===== src/rtl/u8u16_pkg.sv =====
// ----------------------------------------------------------------------------
// u8u16_pkg
// Shared types and constants of the UTF-8 to UTF-16LE transcoder.
// ----------------------------------------------------------------------------
package u8u16_pkg;

    // depth of the job queue between decoder and unit emitter
    localparam int unsigned JOB_QUEUE_DEPTH = 4;

    // replacement character for malformed input
    localparam logic [15:0] REPL_CHAR = 16'hFFFD;

    // one decoded input byte: replacement units first, then up to two units
    typedef struct packed {
        logic [2:0]  repl_cnt;   // number of U+FFFD units, 0 to 4
        logic [1:0]  unit_cnt;   // number of real units after them, 0 to 2
        logic [15:0] unit0;      // single unit or high surrogate
        logic [15:0] unit1;      // low surrogate
        logic        last;       // request carried the end-of-string flag
    } job_t;

endpackage


===== src/rtl/u8u16_byte_if.sv =====
// ----------------------------------------------------------------------------
// u8u16_byte_if
// Input channel: one UTF-8 byte per request, with end-of-string flag.
// ----------------------------------------------------------------------------
interface u8u16_byte_if;

    logic       valid;
    logic       ready;
    logic [7:0] in_byte;
    logic       last_byte;

    modport source (output valid, output in_byte, output last_byte, input ready);
    modport sink   (input valid, input in_byte, input last_byte, output ready);

endinterface


===== src/rtl/u8u16_unit_if.sv =====
// ----------------------------------------------------------------------------
// u8u16_unit_if
// Output channel: one UTF-16 code unit per request, with marker flags.
// ----------------------------------------------------------------------------
interface u8u16_unit_if;

    logic        valid;
    logic        ready;
    logic [15:0] code_unit;
    logic        replaced;
    logic        run_last;
    logic        string_end;

    modport source (output valid, output code_unit, output replaced,
                    output run_last, output string_end, input ready);
    modport sink   (input valid, input code_unit, input replaced,
                    input run_last, input string_end, output ready);

endinterface


===== src/rtl/u8u16_front.sv =====
// ----------------------------------------------------------------------------
// u8u16_front
// UTF-8 decoder: takes one byte per cycle while the job queue has room, tracks
// the pending sequence and produces a job for each byte that causes code units.
// ----------------------------------------------------------------------------
module u8u16_front (
    input  logic                 clk,
    input  logic                 rst_n,
    u8u16_byte_if.sink           byte_ch,
    output logic                 job_valid,
    output u8u16_pkg::job_t      job,
    input  logic                 job_ready
);

    import u8u16_pkg::*;

    typedef enum logic [2:0] {
        LEAD_ASCII,
        LEAD_TWO,
        LEAD_THREE,
        LEAD_FOUR,
        LEAD_BAD
    } lead_kind_t;

    localparam logic [7:0] LEAD_E0   = 8'hE0;
    localparam logic [7:0] LEAD_ED   = 8'hED;
    localparam logic [7:0] LEAD_F0   = 8'hF0;
    localparam logic [7:0] LEAD_F4   = 8'hF4;
    localparam logic [7:0] LIMIT_A0  = 8'hA0;
    localparam logic [7:0] LIMIT_90  = 8'h90;
    localparam logic [20:0] SUPP_BASE = 21'h10000;
    localparam logic [15:0] HI_SURR   = 16'hD800;
    localparam logic [15:0] LO_SURR   = 16'hDC00;

    logic [7:0]  pending_lead_reg, pending_lead_next;
    logic [2:0]  exp_len_reg, exp_len_next;
    logic [2:0]  seen_reg, seen_next;
    logic [20:0] acc_reg, acc_next;
    logic        sec_ok_reg, sec_ok_next;

    logic        accept;
    logic [7:0]  b;
    logic        last;
    logic        is_cont;
    lead_kind_t  lead_kind;
    logic [2:0]  seen_inc;
    logic [20:0] acc_shift;
    logic [20:0] cp_off;
    logic        sec_bad;
    logic        sec_ok_upd;

    assign byte_ch.ready = job_ready;
    assign accept        = byte_ch.valid && job_ready;
    assign b             = byte_ch.in_byte;
    assign last          = byte_ch.last_byte;
    assign is_cont       = (b[7:6] == 2'b10);

    // classify the byte as a lead
    always_comb
    begin
        priority if (b < 8'h80)
            lead_kind = LEAD_ASCII;
        else if (b >= 8'hC2 && b <= 8'hDF)
            lead_kind = LEAD_TWO;
        else if (b >= 8'hE0 && b <= 8'hEF)
            lead_kind = LEAD_THREE;
        else if (b >= 8'hF0 && b <= 8'hF4)
            lead_kind = LEAD_FOUR;
        else
            lead_kind = LEAD_BAD;
    end

    // continuation arithmetic
    assign seen_inc  = seen_reg + 3'd1;
    assign acc_shift = {acc_reg[14:0], b[5:0]};
    assign cp_off    = acc_shift - SUPP_BASE;
    assign sec_bad   = (pending_lead_reg == LEAD_E0 && b <  LIMIT_A0) ||
                       (pending_lead_reg == LEAD_ED && b >= LIMIT_A0) ||
                       (pending_lead_reg == LEAD_F0 && b <  LIMIT_90) ||
                       (pending_lead_reg == LEAD_F4 && b >= LIMIT_90);
    assign sec_ok_upd = sec_ok_reg && !(seen_reg == 3'd1 && sec_bad);

    // next decoder state and job for this byte
    always_comb
    begin
        logic do_lead;
        logic go_idle;
        do_lead           = 1'b0;
        go_idle           = 1'b0;
        pending_lead_next = pending_lead_reg;
        exp_len_next      = exp_len_reg;
        seen_next         = seen_reg;
        acc_next          = acc_reg;
        sec_ok_next       = sec_ok_reg;
        job               = '0;
        job.last          = last;

        if (exp_len_reg != 3'd0)
        begin
            if (is_cont)
            begin
                if (seen_inc >= exp_len_reg)
                begin
                    if (sec_ok_upd)
                    begin
                        if (acc_shift[20:16] == 5'd0)
                        begin
                            job.unit_cnt = 2'd1;
                            job.unit0    = acc_shift[15:0];
                        end
                        else
                        begin
                            job.unit_cnt = 2'd2;
                            job.unit0    = HI_SURR + {6'd0, cp_off[19:10]};
                            job.unit1    = LO_SURR + {6'd0, cp_off[9:0]};
                        end
                    end
                    else
                    begin
                        job.repl_cnt = exp_len_reg;
                    end
                    go_idle = 1'b1;
                end
                else if (last)
                begin
                    job.repl_cnt = seen_inc;
                    go_idle      = 1'b1;
                end
                else
                begin
                    seen_next   = seen_inc;
                    acc_next    = acc_shift;
                    sec_ok_next = sec_ok_upd;
                end
            end
            else
            begin
                // broken sequence: flush pending bytes, then decode as lead
                job.repl_cnt = seen_reg;
                go_idle      = 1'b1;
                do_lead      = 1'b1;
            end
        end
        else
        begin
            do_lead = 1'b1;
        end

        if (go_idle)
        begin
            pending_lead_next = 8'd0;
            exp_len_next      = 3'd0;
            seen_next         = 3'd0;
            acc_next          = 21'd0;
            sec_ok_next       = 1'b1;
        end

        if (do_lead)
        begin
            unique case (lead_kind)
                LEAD_ASCII:
                begin
                    job.unit_cnt = 2'd1;
                    job.unit0    = {8'd0, b};
                end
                LEAD_BAD:
                begin
                    job.repl_cnt = job.repl_cnt + 3'd1;
                end
                LEAD_TWO, LEAD_THREE, LEAD_FOUR:
                begin
                    if (last)
                    begin
                        job.repl_cnt = job.repl_cnt + 3'd1;
                    end
                    else
                    begin
                        pending_lead_next = b;
                        seen_next         = 3'd1;
                        sec_ok_next       = 1'b1;
                        unique case (lead_kind)
                            LEAD_TWO:
                            begin
                                exp_len_next = 3'd2;
                                acc_next     = {16'd0, b[4:0]};
                            end
                            LEAD_THREE:
                            begin
                                exp_len_next = 3'd3;
                                acc_next     = {17'd0, b[3:0]};
                            end
                            default:
                            begin
                                exp_len_next = 3'd4;
                                acc_next     = {18'd0, b[2:0]};
                            end
                        endcase
                    end
                end
                default:
                begin
                    job.repl_cnt = job.repl_cnt + 3'd1;
                end
            endcase
        end

        // end of string always returns to idle
        if (last)
        begin
            pending_lead_next = 8'd0;
            exp_len_next      = 3'd0;
            seen_next         = 3'd0;
            acc_next          = 21'd0;
            sec_ok_next       = 1'b1;
        end
    end

    assign job_valid = accept && (job.repl_cnt != 3'd0 || job.unit_cnt != 2'd0);

    // decoder state
    always_ff @(posedge clk or negedge rst_n)
    begin
        if (!rst_n)
        begin
            pending_lead_reg <= 8'd0;
            exp_len_reg      <= 3'd0;
            seen_reg         <= 3'd0;
            acc_reg          <= 21'd0;
            sec_ok_reg       <= 1'b1;
        end
        else if (accept)
        begin
            pending_lead_reg <= pending_lead_next;
            exp_len_reg      <= exp_len_next;
            seen_reg         <= seen_next;
            acc_reg          <= acc_next;
            sec_ok_reg       <= sec_ok_next;
        end
    end

endmodule


===== src/rtl/u8u16_fifo.sv =====
// ----------------------------------------------------------------------------
// u8u16_fifo
// Small job queue between decoder and unit emitter.
// ----------------------------------------------------------------------------
module u8u16_fifo #(
    parameter int unsigned DEPTH = u8u16_pkg::JOB_QUEUE_DEPTH
) (
    input  logic             clk,
    input  logic             rst_n,
    input  logic             wr_valid,
    output logic             wr_ready,
    input  u8u16_pkg::job_t  wr_data,
    output logic             rd_valid,
    input  logic             rd_ready,
    output u8u16_pkg::job_t  rd_data
);

    import u8u16_pkg::*;

    localparam int unsigned PTR_W = (DEPTH > 1) ? $clog2(DEPTH) : 1;
    localparam int unsigned CNT_W = $clog2(DEPTH + 1);
    localparam logic [PTR_W-1:0] PTR_LAST = PTR_W'(DEPTH - 1);
    localparam logic [CNT_W-1:0] CNT_FULL = CNT_W'(DEPTH);

    job_t             store_reg [DEPTH];
    logic [PTR_W-1:0] wr_ptr_reg, wr_ptr_next;
    logic [PTR_W-1:0] rd_ptr_reg, rd_ptr_next;
    logic [CNT_W-1:0] count_reg, count_next;
    logic             push;
    logic             pop;

    assign wr_ready = (count_reg != CNT_FULL);
    assign rd_valid = (count_reg != '0);
    assign rd_data  = store_reg[rd_ptr_reg];
    assign push     = wr_valid && wr_ready;
    assign pop      = rd_valid && rd_ready;

    // pointer and fill count update
    always_comb
    begin
        wr_ptr_next = wr_ptr_reg;
        rd_ptr_next = rd_ptr_reg;
        count_next  = count_reg;
        if (push)
            wr_ptr_next = (wr_ptr_reg == PTR_LAST) ? '0 : wr_ptr_reg + PTR_W'(1);
        if (pop)
            rd_ptr_next = (rd_ptr_reg == PTR_LAST) ? '0 : rd_ptr_reg + PTR_W'(1);
        if (push && !pop)
            count_next = count_reg + CNT_W'(1);
        else if (pop && !push)
            count_next = count_reg - CNT_W'(1);
    end

    always_ff @(posedge clk or negedge rst_n)
    begin
        if (!rst_n)
        begin
            wr_ptr_reg <= '0;
            rd_ptr_reg <= '0;
            count_reg  <= '0;
        end
        else
        begin
            wr_ptr_reg <= wr_ptr_next;
            rd_ptr_reg <= rd_ptr_next;
            count_reg  <= count_next;
        end
    end

    // job storage
    always_ff @(posedge clk)
    begin
        if (push)
            store_reg[wr_ptr_reg] <= wr_data;
    end

endmodule


===== src/rtl/u8u16_back.sv =====
// ----------------------------------------------------------------------------
// u8u16_back
// Unit emitter: walks the head job one code unit per cycle, while the output
// is free, into an output register and pops the job with its final unit.
// ----------------------------------------------------------------------------
module u8u16_back (
    input  logic              clk,
    input  logic              rst_n,
    input  logic              job_valid,
    input  u8u16_pkg::job_t   job,
    output logic              job_pop,
    u8u16_unit_if.source      unit_ch
);

    import u8u16_pkg::*;

    logic [1:0]  idx_reg, idx_next;
    logic        out_valid_reg, out_valid_next;
    logic [15:0] code_unit_reg;
    logic        replaced_reg;
    logic        run_last_reg;
    logic        string_end_reg;

    logic        out_free;
    logic        emit;
    logic [2:0]  pos;
    logic [2:0]  total;
    logic [2:0]  real_pos;
    logic        in_repl;
    logic        final_unit;
    logic [15:0] sel_unit;

    assign out_free   = !out_valid_reg || unit_ch.ready;
    assign emit       = job_valid && out_free;
    assign pos        = {1'b0, idx_reg};
    assign total      = job.repl_cnt + {1'b0, job.unit_cnt};
    assign real_pos   = pos - job.repl_cnt;
    assign in_repl    = pos < job.repl_cnt;
    assign final_unit = (pos + 3'd1) == total;
    assign sel_unit   = in_repl ? REPL_CHAR :
                        (real_pos == 3'd0) ? job.unit0 : job.unit1;
    assign job_pop    = emit && final_unit;

    // unit index within the head job and output valid
    always_comb
    begin
        idx_next       = idx_reg;
        out_valid_next = out_valid_reg;
        if (emit)
        begin
            idx_next       = final_unit ? 2'd0 : idx_reg + 2'd1;
            out_valid_next = 1'b1;
        end
        else if (unit_ch.ready)
        begin
            out_valid_next = 1'b0;
        end
    end

    always_ff @(posedge clk or negedge rst_n)
    begin
        if (!rst_n)
        begin
            idx_reg       <= 2'd0;
            out_valid_reg <= 1'b0;
        end
        else
        begin
            idx_reg       <= idx_next;
            out_valid_reg <= out_valid_next;
        end
    end

    // output payload register
    always_ff @(posedge clk)
    begin
        if (emit)
        begin
            code_unit_reg  <= sel_unit;
            replaced_reg   <= in_repl;
            run_last_reg   <= final_unit;
            string_end_reg <= final_unit && job.last;
        end
    end

    assign unit_ch.valid      = out_valid_reg;
    assign unit_ch.code_unit  = code_unit_reg;
    assign unit_ch.replaced   = replaced_reg;
    assign unit_ch.run_last   = run_last_reg;
    assign unit_ch.string_end = string_end_reg;

endmodule


===== src/rtl/utf8_to_utf16le_transcoder.sv =====
// ----------------------------------------------------------------------------
// utf8_to_utf16le_transcoder
// UTF-8 byte stream in, UTF-16 code units out (low byte first downstream).
// ----------------------------------------------------------------------------
// Usage:
//   byte_ch takes one UTF-8 byte per request; last_byte marks the final byte
//   of a string and flushes an incomplete sequence as U+FFFD units.
//   unit_ch gives one UTF-16 code unit per request; run_last flags the last
//   unit caused by an input byte, string_end the last unit of the string.
//   A byte causes zero to four units (surrogate pairs or replacements).
// Timing:
//   A byte is accepted every cycle while the job queue has room; its units
//   reach unit_ch via the queue and output register. The emitter sends one
//   unit per cycle unless unit_ch stalls, so sustained input rate is one byte
//   per cycle when each byte yields at most one unit on average; bursts queue.
// Reset:
//   rst_n clears the decoder to idle, empties the queue and drops the
//   output register.
// Stall:
//   when unit_ch.ready is low the output unit holds, the queue fills and
//   byte_ch.ready falls once the queue is full.
// ----------------------------------------------------------------------------
module utf8_to_utf16le_transcoder #(
    parameter int unsigned JOB_QUEUE_DEPTH = u8u16_pkg::JOB_QUEUE_DEPTH
) (
    input  logic          clk,
    input  logic          rst_n,
    u8u16_byte_if.sink    byte_ch,
    u8u16_unit_if.source  unit_ch
);

    import u8u16_pkg::*;

    logic front_valid;
    logic front_ready;
    job_t front_job;
    logic head_valid;
    logic head_pop;
    job_t head_job;

    // decoder
    u8u16_front u_front (
        .clk       (clk),
        .rst_n     (rst_n),
        .byte_ch   (byte_ch),
        .job_valid (front_valid),
        .job       (front_job),
        .job_ready (front_ready)
    );

    // job queue
    u8u16_fifo #(
        .DEPTH (JOB_QUEUE_DEPTH)
    ) u_fifo (
        .clk      (clk),
        .rst_n    (rst_n),
        .wr_valid (front_valid),
        .wr_ready (front_ready),
        .wr_data  (front_job),
        .rd_valid (head_valid),
        .rd_ready (head_pop),
        .rd_data  (head_job)
    );

    // unit emitter
    u8u16_back u_back (
        .clk       (clk),
        .rst_n     (rst_n),
        .job_valid (head_valid),
        .job       (head_job),
        .job_pop   (head_pop),
        .unit_ch   (unit_ch)
    );

endmodule

===== src/flat_wrapper.sv =====
// flat-port wrapper written by rule: the top's interface ports become plain ports
module utf8_to_utf16le_transcoder_flat import u8u16_pkg::*;
#(
    parameter int unsigned JOB_QUEUE_DEPTH = u8u16_pkg::JOB_QUEUE_DEPTH
)
  (clk, rst_n, byte_ch_valid, byte_ch_in_byte, byte_ch_last_byte, byte_ch_ready, unit_ch_valid, unit_ch_code_unit, unit_ch_replaced, unit_ch_run_last, unit_ch_string_end, unit_ch_ready);
  u8u16_byte_if byte_ch_i ();
  u8u16_unit_if unit_ch_i ();
  input  logic clk;
  input  logic rst_n;
  input wire logic [$bits(byte_ch_i.valid)-1:0] byte_ch_valid;
  input wire logic [$bits(byte_ch_i.in_byte)-1:0] byte_ch_in_byte;
  input wire logic [$bits(byte_ch_i.last_byte)-1:0] byte_ch_last_byte;
  output wire logic [$bits(byte_ch_i.ready)-1:0] byte_ch_ready;
  output wire logic [$bits(unit_ch_i.valid)-1:0] unit_ch_valid;
  output wire logic [$bits(unit_ch_i.code_unit)-1:0] unit_ch_code_unit;
  output wire logic [$bits(unit_ch_i.replaced)-1:0] unit_ch_replaced;
  output wire logic [$bits(unit_ch_i.run_last)-1:0] unit_ch_run_last;
  output wire logic [$bits(unit_ch_i.string_end)-1:0] unit_ch_string_end;
  input wire logic [$bits(unit_ch_i.ready)-1:0] unit_ch_ready;
  assign byte_ch_i.valid = byte_ch_valid;
  assign byte_ch_i.in_byte = byte_ch_in_byte;
  assign byte_ch_i.last_byte = byte_ch_last_byte;
  assign byte_ch_ready = byte_ch_i.ready;
  assign unit_ch_valid = unit_ch_i.valid;
  assign unit_ch_code_unit = unit_ch_i.code_unit;
  assign unit_ch_replaced = unit_ch_i.replaced;
  assign unit_ch_run_last = unit_ch_i.run_last;
  assign unit_ch_string_end = unit_ch_i.string_end;
  assign unit_ch_i.ready = unit_ch_ready;
  utf8_to_utf16le_transcoder #(.JOB_QUEUE_DEPTH(JOB_QUEUE_DEPTH)) u_core (.clk(clk), .rst_n(rst_n), .byte_ch(byte_ch_i), .unit_ch(unit_ch_i));
endmodule

===== config.mk =====
export PLATFORM = sky130hd
export DESIGN_NAME = utf8_to_utf16le_transcoder_flat
export DESIGN_NICKNAME = d
export VERILOG_FILES = /design/src/rtl/u8u16_pkg.sv /design/src/rtl/u8u16_byte_if.sv /design/src/rtl/u8u16_unit_if.sv /design/src/rtl/u8u16_front.sv /design/src/rtl/u8u16_fifo.sv /design/src/rtl/u8u16_back.sv /design/src/rtl/utf8_to_utf16le_transcoder.sv /design/src/flat_wrapper.sv
export SDC_FILE = /design/constraint.sdc
export NUM_CORES = 1
export LEC_CHECK = 0
export BUFFER_PORTS_ARGS = -buffer_cell sky130_fd_sc_hd__buf_2
export CAP_MARGIN = 25
export CORE_MARGIN = 8
export CORE_UTILIZATION = 61
export DETAILED_ROUTE_END_ITERATION = 7
export GPL_TIMING_DRIVEN = 0
export PLACE_DENSITY_LB_ADDON = 0.12
export SLEW_MARGIN = 25
export SYNTH_ARGS = -nofsm -noshare
export SYNTH_HDL_FRONTEND = slang
export SYNTH_SLANG_ARGS = --single-unit

===== constraint.sdc =====
create_clock -name clk -period 4.6 [get_ports clk]
set_input_delay 0 -clock clk [delete_from_list [all_inputs] [get_ports clk]]
set_output_delay 0 -clock clk [all_outputs]
set_load 0.005 [all_outputs]

==> impl_metrics.py <==
metrics = {
    "outcome": {
        "status": "finished clean",
    },
    "timing": {
        "hold_viol": 0,
        "tightest_slew_ns": 0.969,
        "slew_headroom": 0.345,
        "final.setup.tns_ns": 0,
        "finalSetupViolations": 0,
        "finalCritPeriodShare": 0.944,
        "fmax_mhz": 230,
        "grt_setup_unrepaired": "no",
        "clock_skew_ns": 0.00859,
        "slew_viol_final": 0,
        "min_period_ns": 4.34,
    },
    "grt": {
        "grt_max_degree": 41,
        "antenna_found_initial": 0,
        "grt_pass1_vias": 5095,
        "gr-total-overflow": 0,
        "grt_pass1_wl_um": 28200,
        "track_usage": 0.210,
    },
    "yosys": {
        "yosysSeqAreaShare": 0.663,
        "synth_area_leader_cell": "edfxtp_1",
        "synthArstFlopShare": 0.209,
        "ys_ff_latch": 191,
        "synth_nets": 572,
        "synth_top_cell_area_share": 0.543,
        "post-synth-top-count-cell": "edfxtp_1",
        "synth_edf_count": 151,
        "syn-cell-area_um2": 8350,
        "ys.warnings.count": 0,
        "yosys-top-cells-count": "151 x edfxtp_1, 39 x dfrtp_1, 39 x nand2_1, 33 x mux4_2, 32 x inv_1",
        "synth.area.top_cells": "edfxtp_1 54%, dfrtp_1 12%, mux4_2 8.9%, a22o_1 2.7%, ha_1 2.7%",
        "avgSynthCellArea_um2": 15.5,
        "syn-instance-count": 539,
        "ys_types": 67,
        "synth_flop_cell": "edfxtp_1",
    },
    "clock_network": {
        "cts_tree": "done",
        "htree_levels": 4,
        "clock_path_buffers": 2,
        "clock_sinks": 191,
        "cts_inserted_buffers": 17,
        "path_clk_slew_ns": 0.06,
        "cts-root-buf": "clkbuf_16",
        "clock_latency_ns": 0.43,
    },
    "layout": {
        "diodes": 0,
        "drive_gt1_frac": 0.222,
        "largest_reg_flops": 132,
        "area_growth_pct": 13.8,
        "layout.nets": 633,
        "finish.instance_area_um2": 9500,
        "n_fill_cell": 842,
    },
    "die": {
        "row_count": 42,
        "core_area_um2": 13300,
        "ios": 34,
        "chipWidth_um": 133,
        "start_util": 0.628,
        "die_h_um": 133,
        "die_area_um2": 17700,
    },
    "power_and_ir_drop": {
        "ir_drop_v": 0.000295,
        "p_total_uw": 5620,
        "powerDensity_nw_per_um2": 592,
        "p_leak_uw": 0.00356,
    },
    "placed_design": {
        "gp_congestion": 0.888,
        "placed_cell_area_um2": 8720,
        "port_buffers": 31,
        "dp_hpwl_um": 11600,
    },
    "worst_setup_path": {
        "endpoint_kind": "register",
        "crit_fanout": 10,
        "required_ns": 4.96,
        "cp.arrival_ns": 4.70,
        "crit_type": "register to register",
        "startpoint_type": "register",
    },
    "route": {
        "first_iter_violations": 500,
        "ant_nets": 0,
        "vias": 4906,
        "wl_per_cell_um": 22.4,
        "routed_wl_um": 17700,
        "drc": 0,
        "drt-pass1-iter-count": 5,
        "vias_per_cell": 6.22,
    },
    "run": {
        "max-cap-violations": 0,
    },
    "hold_path": {
        "holdCritPathClass": "primary input to register",
    },
}
==> final cells by class <==
| class | count | area, um2 | area share |
|---|---|---|---|
| clock buffers | 19 | 433 | 0.0456 |
| inverters | 32 | 120 | 0.0126 |
| well taps | 176 | 220 | 0.0232 |
| multi-input cells | 292 | 2580 | 0.272 |
| plain buffers | 23 | 124 | 0.0130 |
| clock inverters | 13 | 205 | 0.0216 |
| repair buffers | 43 | 273 | 0.0287 |
| flip-flops and latches | 191 | 5540 | 0.583 |
==> metrics by stage <==
stage / std cells / utilization / hold slack [ns] / setup slack, ns
after floorplan: 539 / - / -0.296 / 0.617
after global placement: 746 / 0.656 / 0.176 / 0.0775
after CTS: 787 / 0.711 / 0.0512 / -0.00769
after global routing: 789 / 0.714 / 0.0908 / 0.0125
final: 789 / 0.714 / 0.0722 / 0.259
after detailed placement: 746 / 0.656 / 0.189 / -0.0683
==> kinds of logic (layout without fill, tap and decap cells) <==
family / after synthesis / count (layout) / share of synthesized area
DFF: 191 / 191 / 0.663
and+or+nand+nor: 126 / 126 / 0.0759
AOI/OAI and AO/OA: 98 / 98 / 0.0909
buffers and inverters: 56 / 130 / 0.0295
muxes: 38 / 38 / 0.0981
adders and majority gates: 20 / 20 / 0.0318
xor gates and xnor gates: 10 / 10 / 0.0105
==> layout by cell type (no fill, tap or decap), types with 4 or more instances in the layout <==
cell | netlist | routed
edfxtp_1 | 151 | 151
nand2_1 | 39 | 39
dfrtp_1 | 39 | 38
buf_2 | 6 | 36
mux4_2 | 33 | 33
inv_1 | 32 | 32
nor2_1 | 28 | 28
a22o_1 | 26 | 26
ha_1 | 18 | 18
clkbuf_16 | 0 | 17
o21ai_0 | 17 | 16
clkbuf_1 | 13 | 14
and3_1 | 12 | 12
a21oi_1 | 10 | 10
dlygate4sd3_1 | 0 | 10
nor3_1 | 9 | 9
nand3_1 | 9 | 9
o211ai_1 | 9 | 9
a21o_1 | 6 | 6
xnor2_1 | 6 | 6
bufinv_16 | 0 | 5
o31ai_1 | 4 | 4
nand2b_1 | 4 | 4
buf_4 | 1 | 4
==> metal layers <==
layer / wire length, um / up-vias / part of all wire / global-route usage
li1: - / 2196 / - / -
met1: 7340 / 2506 / 0.42 / 0.264
met2: 8960 / 183 / 0.51 / 0.347
met3: 1130 / 21 / 0.064 / 0.0503
met4: 254 / 0 / 0.014 / 0.0757
met5: 0 / - / 0 / 0
==> where the power goes <==
part           leakage, uW  internal, uW  switching, uW
registers          0.00189          2270            132
clock network     0.000313           968            630
logic              0.00136           685            936
total              0.00356          3920           1700
==> path summary, 6_finish.rpt <==
kind	depth (start not counted)	slack, ns	end	startpoint
worst max-delay path	21	0.26	u_core.u_fifo.count_reg[2]	u_core.u_front.seen_reg[0]
min in group asynchronous	2	0.10	u_core.u_front.pending_lead_reg[7]	rst_n
worst min register to register	2	0.48	u_core.u_front.pending_lead_reg[6]	u_core.u_front.pending_lead_reg[6]
worst min-delay path	3	0.07	u_core.u_front.acc_reg[5]	byte_ch_in_byte[5]
max in group asynchronous	2	4.10	u_core.u_front.seen_reg[0]	rst_n
worst max register to register	21	0.26	u_core.u_fifo.count_reg[2]	u_core.u_front.seen_reg[0]
==> timing repair <==
action | CTS | global route
hold endpoints to repair | 54 | 0
setup endpoints to repair | 29 | 134
hold buffers | 10 | 0
pin swaps | 0 | 1
gates resized for setup | 0 | 9
buffers inserted | 0 | 2
==> worst max-delay path, cell delays in order (launching register included) <==
cell	delay (ns)
dfrtp_2	0.47
ha_1	0.29
xor2_2	0.18
ha_1	0.31
a21oi_1	0.17
o21ai_2	0.10
buf_4	0.18
a311oi_1	0.30
nor2_1	0.09
ha_1	0.18
nand2_1	0.08
nand2_1	0.05
a32o_1	0.23
o211ai_4	0.13
nor3_2	0.10
a31oi_4	0.27
ha_1	0.23
inv_1	0.07
fa_1	0.37
xor2_1	0.15
nor2_1	0.14
xor2_1	0.16
Note: power is estimated with default switching activity, not from simulation.
